===== config.mk =====
export PLATFORM = sky130hd
export DESIGN_NAME = resistor_ladder_keypad_decoder_core
export DESIGN_NICKNAME = d
export VERILOG_FILES = /design/src/rtl/kpd_pkg.sv /design/src/rtl/kpd_vote_ram.sv /design/src/rtl/kpd_vote_unit.sv /design/src/rtl/resistor_ladder_keypad_decoder_core.sv
export VERILOG_INCLUDE_DIRS = /design/src /design/src/rtl
export SDC_FILE = /design/constraint.sdc
export NUM_CORES = 1
export LEC_CHECK = 0
export ABC_AREA = 1
export BUFFER_PORTS_ARGS = -buffer_cell sky130_fd_sc_hd__buf_2
export CORE_MARGIN = 2
export CORE_UTILIZATION = 30
export CTS_BUF_LIST = sky130_fd_sc_hd__clkbuf_8
export DETAILED_ROUTE_END_ITERATION = 16
export PLACE_DENSITY_LB_ADDON = 0.25
export SLEW_MARGIN = 10
export SYNTH_ARGS = -nofsm -noshare
export SYNTH_HDL_FRONTEND = slang
export SYNTH_SLANG_ARGS = --single-unit

===== constraint.sdc =====
create_clock -name clk -period 12 [get_ports clk]
set_clock_uncertainty 0.2 [all_clocks]
set_input_delay 0.6 -clock clk [delete_from_list [all_inputs] [get_ports clk]]
set_output_delay 0.6 -clock clk [all_outputs]
set_load 0.005 [all_outputs]

===== src/rtl/resistor_ladder_keypad_decoder_core_defines.svh =====
// Assertion macros shared by the keypad decoder RTL.
// No dependencies; included by files that carry assertions.
`ifndef RESISTOR_LADDER_KEYPAD_DECODER_CORE_DEFINES_SVH
`define RESISTOR_LADDER_KEYPAD_DECODER_CORE_DEFINES_SVH

// same-cycle implication, ignored while in reset
`define KPD_ASSERT_IMP(lbl, ante, cons) \
  lbl: assert property (@(posedge clk) disable iff (rst) (ante) |-> (cons)) \
    else $error("keypad decoder check failed");

// next-cycle implication, ignored while in reset
`define KPD_ASSERT_NEXT(lbl, ante, cons) \
  lbl: assert property (@(posedge clk) disable iff (rst) (ante) |=> (cons)) \
    else $error("keypad decoder check failed");

`endif


===== src/rtl/kpd_pkg.sv =====
// Shared types, constants and the sample range table of the keypad decoder.
// No dependencies.
package kpd_pkg;

  localparam int KEY_CODES   = 13;
  localparam int SAMPLE_BITS = 10;
  localparam int RANGE_COUNT = 13;
  localparam int CODE_W      = 4;
  localparam int VOTE_W      = 8;
  localparam int IDX_W       = $clog2(KEY_CODES);
  localparam int CNT_W       = $clog2(KEY_CODES + 1);
  localparam int SPV_W       = 8;
  localparam int DELAY_W     = 20;
  localparam int CFG_IDX_W   = 2;

  localparam logic [CODE_W-1:0] NO_KEY = CODE_W'(KEY_CODES - 1);

  // event kinds
  localparam logic [1:0] KIND_EDGE     = 2'd0;
  localparam logic [1:0] KIND_TIMER    = 2'd1;
  localparam logic [1:0] KIND_SAMPLE   = 2'd2;
  localparam logic [1:0] KIND_RESERVED = 2'd3;

  // timer requests
  localparam logic [1:0] TREQ_NONE     = 2'd0;
  localparam logic [1:0] TREQ_DEBOUNCE = 2'd1;
  localparam logic [1:0] TREQ_RECHECK  = 2'd2;

  // register indexes
  localparam logic [CFG_IDX_W-1:0] CFG_SAMPLES_PER_VOTE = 2'd0;
  localparam logic [CFG_IDX_W-1:0] CFG_DEBOUNCE_DELAY   = 2'd1;
  localparam logic [CFG_IDX_W-1:0] CFG_RECHECK_DELAY    = 2'd2;

  localparam logic [SPV_W-1:0]   SPV_RESET      = 8'd4;
  localparam logic [DELAY_W-1:0] DEBOUNCE_RESET = 20'd20000;
  localparam logic [DELAY_W-1:0] RECHECK_RESET  = 20'd100000;

  localparam logic [SAMPLE_BITS-1:0] RANGE_LO [RANGE_COUNT] = '{
    10'd0, 10'd25, 10'd50, 10'd71, 10'd88, 10'd104, 10'd117,
    10'd130, 10'd140, 10'd149, 10'd158, 10'd166, 10'd181
  };
  localparam logic [SAMPLE_BITS-1:0] RANGE_HI [RANGE_COUNT] = '{
    10'd10, 10'd35, 10'd60, 10'd81, 10'd98, 10'd114, 10'd127,
    10'd140, 10'd150, 10'd159, 10'd168, 10'd176, 10'd255
  };

  typedef struct packed {
    logic [1:0]             kind;
    logic [SAMPLE_BITS-1:0] sample;
  } item_t;

  typedef struct packed {
    logic               start_conversion;
    logic               measure_mode;
    logic [1:0]         timer_request;
    logic [DELAY_W-1:0] timer_length_us;
    logic [CODE_W-1:0]  current_key;
    logic               key_decided;
  } result_t;

  typedef struct packed {
    logic              hit;
    logic [CODE_W-1:0] code;
  } match_t;

  // request from the event sequencer to the vote unit
  typedef struct packed {
    logic              start;
    logic              hit;
    logic [CODE_W-1:0] code;
    logic              vote;
  } vote_cmd_t;

  typedef struct packed {
    logic              done;
    logic [CODE_W-1:0] winner;
  } vote_sts_t;

  // first matching range wins: walk from the end so earlier entries override
  function automatic match_t match_sample(input logic [SAMPLE_BITS-1:0] v);
    match_t m;
    m.hit  = 1'b0;
    m.code = '0;
    for (int i = RANGE_COUNT - 1; i >= 0; i--) begin
      if (i < KEY_CODES && v >= RANGE_LO[i] && v <= RANGE_HI[i]) begin
        m.hit  = 1'b1;
        m.code = CODE_W'(i);
      end
    end
    return m;
  endfunction

endpackage


===== src/rtl/kpd_vote_ram.sv =====
// Generic single-write, single-read synchronous RAM, registered read data.
// No dependencies.
module kpd_vote_ram #(
  parameter int DEPTH = 16,
  parameter int WIDTH = 8,
  localparam int ADDR_W = (DEPTH > 1) ? $clog2(DEPTH) : 1
) (
  input  logic              clk,
  input  logic              we,
  input  logic [ADDR_W-1:0] waddr,
  input  logic [WIDTH-1:0]  wdata,
  input  logic              re,
  input  logic [ADDR_W-1:0] raddr,
  output logic [WIDTH-1:0]  rdata
);

  logic [WIDTH-1:0] mem [DEPTH];

  always_ff @(posedge clk) begin
    if (we) begin
      mem[waddr] <= wdata;
    end
  end

  always_ff @(posedge clk) begin
    if (re) begin
      rdata <= mem[raddr];
    end
  end

endmodule


===== src/rtl/kpd_vote_unit.sv =====
// Vote counter store: increments one counter per matching sample and, on a vote, scans for the winner.
// Depends on kpd_pkg and kpd_vote_ram.
module kpd_vote_unit
  import kpd_pkg::*;
(
  input  logic      clk,
  input  logic      rst,
  input  vote_cmd_t cmd,
  output vote_sts_t sts
);

  typedef enum logic [1:0] {V_IDLE, V_INC, V_SCAN} vstate_t;

  vstate_t           state;
  logic              hit;
  logic [CODE_W-1:0] code;
  logic              vote;
  logic [KEY_CODES-1:0] valid;
  logic [CNT_W-1:0]  rd_idx;
  logic [IDX_W-1:0]  cmp_idx;
  logic              cmp_valid;
  logic [VOTE_W-1:0] best;
  logic [CODE_W-1:0] win;

  logic              ram_we;
  logic              ram_re;
  logic [IDX_W-1:0]  ram_raddr;
  logic [VOTE_W-1:0] ram_rdata;
  logic [VOTE_W-1:0] inc_old;
  logic [VOTE_W-1:0] inc_new;
  logic              rd_issue;
  logic [VOTE_W-1:0] cur;
  logic              gt;
  logic              last;

  kpd_vote_ram #(.DEPTH(KEY_CODES), .WIDTH(VOTE_W)) u_ram (
    .clk  (clk),
    .we   (ram_we),
    .waddr(code[IDX_W-1:0]),
    .wdata(inc_new),
    .re   (ram_re),
    .raddr(ram_raddr),
    .rdata(ram_rdata)
  );

  // entries not written since the last vote read as zero
  assign inc_old  = valid[code[IDX_W-1:0]] ? ram_rdata : '0;
  assign inc_new  = (inc_old == '1) ? inc_old : inc_old + 1'b1;
  assign ram_we   = (state == V_INC) && hit;
  assign rd_issue = (state == V_SCAN) && (rd_idx < CNT_W'(KEY_CODES));
  assign ram_re   = ((state == V_IDLE) && cmd.start) || rd_issue;
  assign ram_raddr = (state == V_SCAN) ? rd_idx[IDX_W-1:0] : cmd.code[IDX_W-1:0];

  assign cur  = valid[cmp_idx] ? ram_rdata : '0;
  assign gt   = cmp_valid && (cur > best);
  assign last = (state == V_SCAN) && cmp_valid && (cmp_idx == IDX_W'(KEY_CODES - 1));

  assign sts.done   = ((state == V_INC) && !vote) || last;
  assign sts.winner = gt ? CODE_W'(cmp_idx) : win;

  always_ff @(posedge clk) begin
    if (rst) begin
      state     <= V_IDLE;
      valid     <= '0;
      cmp_valid <= 1'b0;
    end else begin
      case (state)
        V_IDLE: begin
          if (cmd.start) begin
            hit   <= cmd.hit;
            code  <= cmd.code;
            vote  <= cmd.vote;
            state <= V_INC;
          end
        end
        V_INC: begin
          if (hit) begin
            valid[code[IDX_W-1:0]] <= 1'b1;
          end
          if (vote) begin
            rd_idx    <= '0;
            cmp_valid <= 1'b0;
            best      <= '0;
            win       <= NO_KEY;
            state     <= V_SCAN;
          end else begin
            state <= V_IDLE;
          end
        end
        V_SCAN: begin
          // no read is issued in the last compare cycle, so this drops to zero there
          cmp_valid <= rd_issue;
          cmp_idx   <= rd_idx[IDX_W-1:0];
          if (rd_issue) begin
            rd_idx <= rd_idx + 1'b1;
          end
          if (gt) begin
            best <= cur;
            win  <= CODE_W'(cmp_idx);
          end
          if (last) begin
            valid <= '0;
            state <= V_IDLE;
          end
        end
        default: state <= V_IDLE;
      endcase
    end
  end

endmodule


===== src/rtl/resistor_ladder_keypad_decoder_core.sv =====
// Flow: edge, timer and ignored events pass the done phase to the result register;
// samples also pass the vote unit; one that closes a vote scans all 13 vote entries.
// One item in work at a time; a new item is taken while a result waits.
// Reset (synchronous): idle, interrupt mode, key none, counters and votes zero,
// registers at 4 / 20000 / 100000. No clearing pass: per-entry valid bits.
// Depends on kpd_pkg, kpd_vote_unit and the assertion macro header.
`include "resistor_ladder_keypad_decoder_core_defines.svh"

module resistor_ladder_keypad_decoder_core
  import kpd_pkg::*;
(
  input  logic                 clk,
  input  logic                 rst,
  input  logic                 item_valid,
  output logic                 item_stall,
  input  item_t                item,
  output logic                 result_valid,
  input  logic                 result_stall,
  output result_t              result,
  input  logic                 cfg_we,
  input  logic [CFG_IDX_W-1:0] cfg_index,
  input  logic [DELAY_W-1:0]   cfg_wdata
);

  typedef enum logic [1:0] {M_IDLE, M_CONVERT, M_WAIT} mode_t;
  typedef enum logic [1:0] {P_IDLE, P_VOTE, P_DONE} phase_t;

  mode_t              mode;
  phase_t             phase;
  logic [SPV_W-1:0]   samples_per_vote;
  logic [DELAY_W-1:0] debounce_delay;
  logic [DELAY_W-1:0] recheck_delay;
  logic [SPV_W-1:0]   sample_counter;
  logic [CODE_W-1:0]  decided_key;
  logic               ladder_driven;

  // result fields held until the output register is free
  logic               res_start;
  logic [1:0]         res_treq;
  logic [DELAY_W-1:0] res_tlen;
  logic               res_decided;
  logic               pend_vote;

  logic      accept;
  logic      is_vote;
  logic      edge_go;
  logic      timer_go;
  logic      sample_go;
  logic      debounce_go;
  logic      load;
  match_t    m;
  vote_cmd_t cmd;
  vote_sts_t sts;

  assign item_stall  = (phase != P_IDLE);
  assign accept      = item_valid && !item_stall;
  assign m           = match_sample(item.sample);
  assign is_vote     = (sample_counter >= samples_per_vote);
  assign edge_go     = (item.kind == KIND_EDGE) && (mode == M_IDLE);
  assign timer_go    = (item.kind == KIND_TIMER) && (mode == M_WAIT);
  assign sample_go   = (item.kind == KIND_SAMPLE) && (mode == M_CONVERT);
  assign debounce_go = sample_go && !is_vote;
  assign load        = (phase == P_DONE) && (!result_valid || !result_stall);

  assign cmd.start = accept && sample_go;
  assign cmd.hit   = m.hit;
  assign cmd.code  = m.code;
  assign cmd.vote  = is_vote;

  kpd_vote_unit u_vote (
    .clk(clk),
    .rst(rst),
    .cmd(cmd),
    .sts(sts)
  );

  always_ff @(posedge clk) begin
    if (rst) begin
      mode             <= M_IDLE;
      phase            <= P_IDLE;
      samples_per_vote <= SPV_RESET;
      debounce_delay   <= DEBOUNCE_RESET;
      recheck_delay    <= RECHECK_RESET;
      sample_counter   <= '0;
      decided_key      <= NO_KEY;
      ladder_driven    <= 1'b0;
      result_valid     <= 1'b0;
    end else begin
      if (cfg_we) begin
        case (cfg_index)
          CFG_SAMPLES_PER_VOTE: samples_per_vote <= cfg_wdata[SPV_W-1:0];
          CFG_DEBOUNCE_DELAY:   debounce_delay   <= cfg_wdata;
          CFG_RECHECK_DELAY:    recheck_delay    <= cfg_wdata;
          default: ;
        endcase
      end

      if (result_valid && !result_stall && !load) begin
        result_valid <= 1'b0;
      end

      case (phase)
        P_IDLE: begin
          if (accept) begin
            res_start   <= edge_go || timer_go;
            res_treq    <= debounce_go ? TREQ_DEBOUNCE : TREQ_NONE;
            res_tlen    <= debounce_go ? debounce_delay : '0;
            res_decided <= 1'b0;
            phase       <= sample_go ? P_VOTE : P_DONE;
            case (item.kind)
              KIND_EDGE: begin
                if (mode == M_IDLE) begin
                  ladder_driven  <= 1'b1;
                  sample_counter <= '0;
                  mode           <= M_CONVERT;
                end
              end
              KIND_TIMER: begin
                if (mode == M_WAIT) begin
                  mode <= M_CONVERT;
                end
              end
              KIND_SAMPLE: begin
                if (mode == M_CONVERT) begin
                  pend_vote <= is_vote;
                  if (is_vote) begin
                    sample_counter <= '0;
                  end else begin
                    sample_counter <= sample_counter + 1'b1;
                    mode           <= M_WAIT;
                  end
                end
              end
              default: ;
            endcase
          end
        end
        P_VOTE: begin
          if (sts.done) begin
            phase <= P_DONE;
            if (pend_vote) begin
              decided_key <= sts.winner;
              res_decided <= 1'b1;
              if (sts.winner == NO_KEY) begin
                ladder_driven <= 1'b0;
                mode          <= M_IDLE;
              end else begin
                mode     <= M_WAIT;
                res_treq <= TREQ_RECHECK;
                res_tlen <= recheck_delay;
              end
            end
          end
        end
        P_DONE: begin
          if (load) begin
            result_valid            <= 1'b1;
            result.start_conversion <= res_start;
            result.measure_mode     <= ladder_driven;
            result.timer_request    <= res_treq;
            result.timer_length_us  <= res_tlen;
            result.current_key      <= decided_key;
            result.key_decided      <= res_decided;
            phase                   <= P_IDLE;
          end
        end
        default: phase <= P_IDLE;
      endcase
    end
  end

  `KPD_ASSERT_IMP(a_done_in_vote, sts.done, phase == P_VOTE)
  `KPD_ASSERT_IMP(a_start_measures, result_valid && result.start_conversion,
                  result.measure_mode)
  `KPD_ASSERT_IMP(a_recheck_has_key,
                  result_valid && result.timer_request == TREQ_RECHECK,
                  result.key_decided && result.current_key != NO_KEY)
  `KPD_ASSERT_IMP(a_no_timer_no_len,
                  result_valid && result.timer_request == TREQ_NONE,
                  result.timer_length_us == '0)
  `KPD_ASSERT_NEXT(a_vote_cmd_busy, cmd.start, phase == P_VOTE)

endmodule

==> impl_metrics.json <==
{
  "wl_um": 31000,
  "cts_resized": 0,
  "dp_hpwl_um": 19900,
  "critPathLaunchType": "register",
  "synth_adder_area_share_pct": 2.28,
  "synth_nets": 1407,
  "antenna_found_initial": 0,
  "io_pins": 70,
  "viasPerCell": 4.65,
  "start_util_pct": 30.2,
  "synthTopCellsByArea": "edfxtp_1 46%, dfxtp_1 13%, nand2_1 6.7%",
  "whs_path_depth": 3,
  "ys_types": 54,
  "stdcell_area_um2": 14400,
  "final_nets": 1490,
  "first_pass_iters": 5,
  "grt_usage_pct": 14.1,
  "fp-row-count": 75,
  "synth_area_um2": 12600,
  "cts_setup_buffers": 0,
  "synth_warnings": 0,
  "cts_hold_buf": 0,
  "synth_xor_area_share_pct": 0.486,
  "drc": 0,
  "die_h_um": 209,
  "die_w_um": 209,
  "nFillCells": 4328,
  "wire_per_inst_um": 15.5,
  "rsz0062_at_grt": "false",
  "grt_start_max_net_pins": 54,
  "endpoint_kind": "register",
  "power.density_nw_per_um2": 157,
  "setup_viol": 0,
  "final_hold_viol_count": 0,
  "drive_gt1_share_pct": 13.2,
  "syn_inst": 1345,
  "core_area_um2": 41700,
  "muxShareOfSynthArea_pct": 0,
  "critPathKind": "reg2reg",
  "gp_congestion": 0.871,
  "grt_pass1_wl_um": 49200,
  "cts_num_sinks": 274,
  "overflow": 0,
  "holdCritStartpoint": "cfg_wdata[16]",
  "hold_end": "recheck_delay[16]",
  "synth_edf_count": 192,
  "n_antenna_cell": 0,
  "synth_area_leader_cell": "edfxtp_1",
  "area_growth_pct": 14.2,
  "ir_drop_v": 0.0000760,
  "die-area_um2": 43700,
  "crit_fanout": 22,
  "synthSimpleGateAreaFrac_pct": 20.8,
  "period_needed_ns": 4.60,
  "r2r_start": "u_vote.cmp_idx[0]",
  "crit_required_ns": 11.97,
  "clk_pin_slew_ns": 0.06,
  "maxClockFrequency_ghz": 0.217,
  "placed_area_um2": 13500,
  "vias": 9335,
  "synthFlopType": "edfxtp_1",
  "clk_path_buf_depth": 3,
  "syn_avg_cell_area_um2": 9.37,
  "cts_tree": "done",
  "r2r_end": "res_tlen[11]",
  "period_share_pct": 38.3,
  "ant_nets": 0,
  "synthArstFlopShare_pct": 0,
  "drv_slew": 0,
  "initialDrtViolationCount": 674,
  "arrival_ns": 4.57,
  "io_buffers": 69,
  "htreeDepth": 2,
  "grt_pass1_vias": 9064,
  "r2r_cells": 19,
  "ys_ff_latch": 274,
  "synth_compound_area_share_pct": 9.83,
  "max_cap_viol_count": 0,
  "reg2reg_slack_ns": 7.40,
  "clk_latency_ns": 0.59,
  "finalSetupTns_ns": 0,
  "worst_pin_slew_ns": 1.08,
  "worstHoldPathType": "in2reg",
  "p_leak_nw": 5.86,
  "synth_top_family_by_area": "simple AND/OR/NAND/NOR gates",
  "slew_headroom_pct": 27.6,
  "seq_area_frac_synth_pct": 58.8,
  "root_buffer": "clkbuf_8",
  "status": "completed",
  "cts_buffers": 47,
  "synth_top_area_share_pct": 45.8
}
## area by class of cell
class | instances | area [um^2] | share of cell area, %
Tap cell | 539 | 674 | 4.69
Timing Repair Buffer | 89 | 495 | 3.44
Inverter | 181 | 682 | 4.74
Sequential cell | 274 | 7410 | 51.5
Clock buffer | 51 | 702 | 4.88
Multi-Input combinational cell | 835 | 4240 | 29.4
Clock inverter | 37 | 191 | 1.33
## how the worst max path moves through the flow
stage	from	slack, ns	cells past startpoint	end
5_1_grt	u_vote.cmp_idx[0]	6.85	19	res_tlen[8]
3_5_place_dp	u_vote.cmp_idx[0]	7.34	19	res_tlen[11]
6_report	u_vote.cmp_idx[0]	7.40	19	res_tlen[11]
4_1_cts	u_vote.cmp_idx[0]	7.30	19	res_treq[1]
3_3_place_gp	u_vote.cmp_idx[0]	7.48	19	res_tlen[15]
2_1_floorplan	u_vote.cmp_idx[0]	8.16	20	res_tlen[0]
## sequential cells by signal, indices dropped and copies added (netlist names), 2 cells and up
register and flops:
u_vote.valid 13, u_vote.cmp_idx 4, u_vote.rd_idx 4, u_vote.u_ram.rdata 8, u_vote.best 8, u_vote.state 2, decided_key 4, res_treq 2
u_vote.u_ram.mem 104, sample_counter 8, phase 2, u_vote.code 4, debounce_delay 20, samples_per_vote 8, res_tlen 20, mode 2
u_vote.win 4, recheck_delay 20, result 29
## logic make-up after synthesis
group	count (synthesis)
AOI/OAI and AO/OA	205
xor gates and xnor gates	7
adders and majority gates	23
buffers and inverters	236
DFF	274
and+or+nand+nor	600
## through the flow
step	std cells	setup slack, ns	hold slack [ns]	total power [W]	util [%]
4_1_cts	2006	7.30	0.00474	0.00228	34.5
6_report	2006	7.40	0.0423	0.00225	34.5
2_1_floorplan	1345	8.16	0.200	0.00137	-
5_1_grt	2006	6.85	0.0404	0.00237	34.5
3_3_place_gp	1918	7.48	0.204	0.00147	32.4
3_5_place_dp	1918	7.34	0.205	0.00147	32.4
## power by group
part | internal (W) | total, W | switching [W]
registers | 0.00105 | 0.00107 | 0.0000169
logic | 0.000106 | 0.000378 | 0.000272
clock network | 0.000417 | 0.000806 | 0.000390
## worst max-delay path, stage by stage (launching register included)
cell	delay, ns
edfxtp_1	0.48
inv_1	0.20
a21oi_1	0.09
o21ai_0	0.09
nand3_1	0.09
nand3_1	0.09
nand2_1	0.08
inv_1	0.30
nor2_1	0.08
ha_1	0.30
nand2_1	0.07
nor2_1	0.14
nand2_1	0.08
o311ai_2	0.54
nor2_1	0.08
a21oi_1	0.24
nor2_1	0.09
nand4_1	0.11
nand2_1	0.08
inv_1	0.74
## cell usage after synthesis, types with 17 or more instances
library cell / instances
nand3_1: 135
ha_1: 23
a22o_1: 20
inv_1: 171
nand4_1: 17
dfxtp_1: 82
edfxtp_1: 192
nor2_1: 169
nand2_1: 226
o21ai_0: 71
a21oi_1: 66
nor3_1: 31
clkbuf_1: 28
## cells in the final DEF, fill, tap and decap left out, drive strengths merged, types with 23 or more instances in the layout
cell type | synthesis | routed
dfxtp | 82 | 82
ha | 23 | 23
inv | 180 | 198
o21ai | 88 | 88
nand2 | 232 | 232
buf | 26 | 89
nand3 | 137 | 137
a21oi | 68 | 68
nor2 | 176 | 176
clkbuf | 29 | 51
edfxtp | 192 | 192
nor3 | 32 | 32
## per-layer routing
metal | vias up | track usage, % | share of wire (%)
met5 | - | 0 | 0
met4 | 0 | 4.33 | 2.2
met3 | 62 | 2.25 | 4.4
met2 | 208 | 23.3 | 47
met1 | 4348 | 19.1 | 47
li1 | 4717 | - | -
Power figures use the tool's default switching activity.
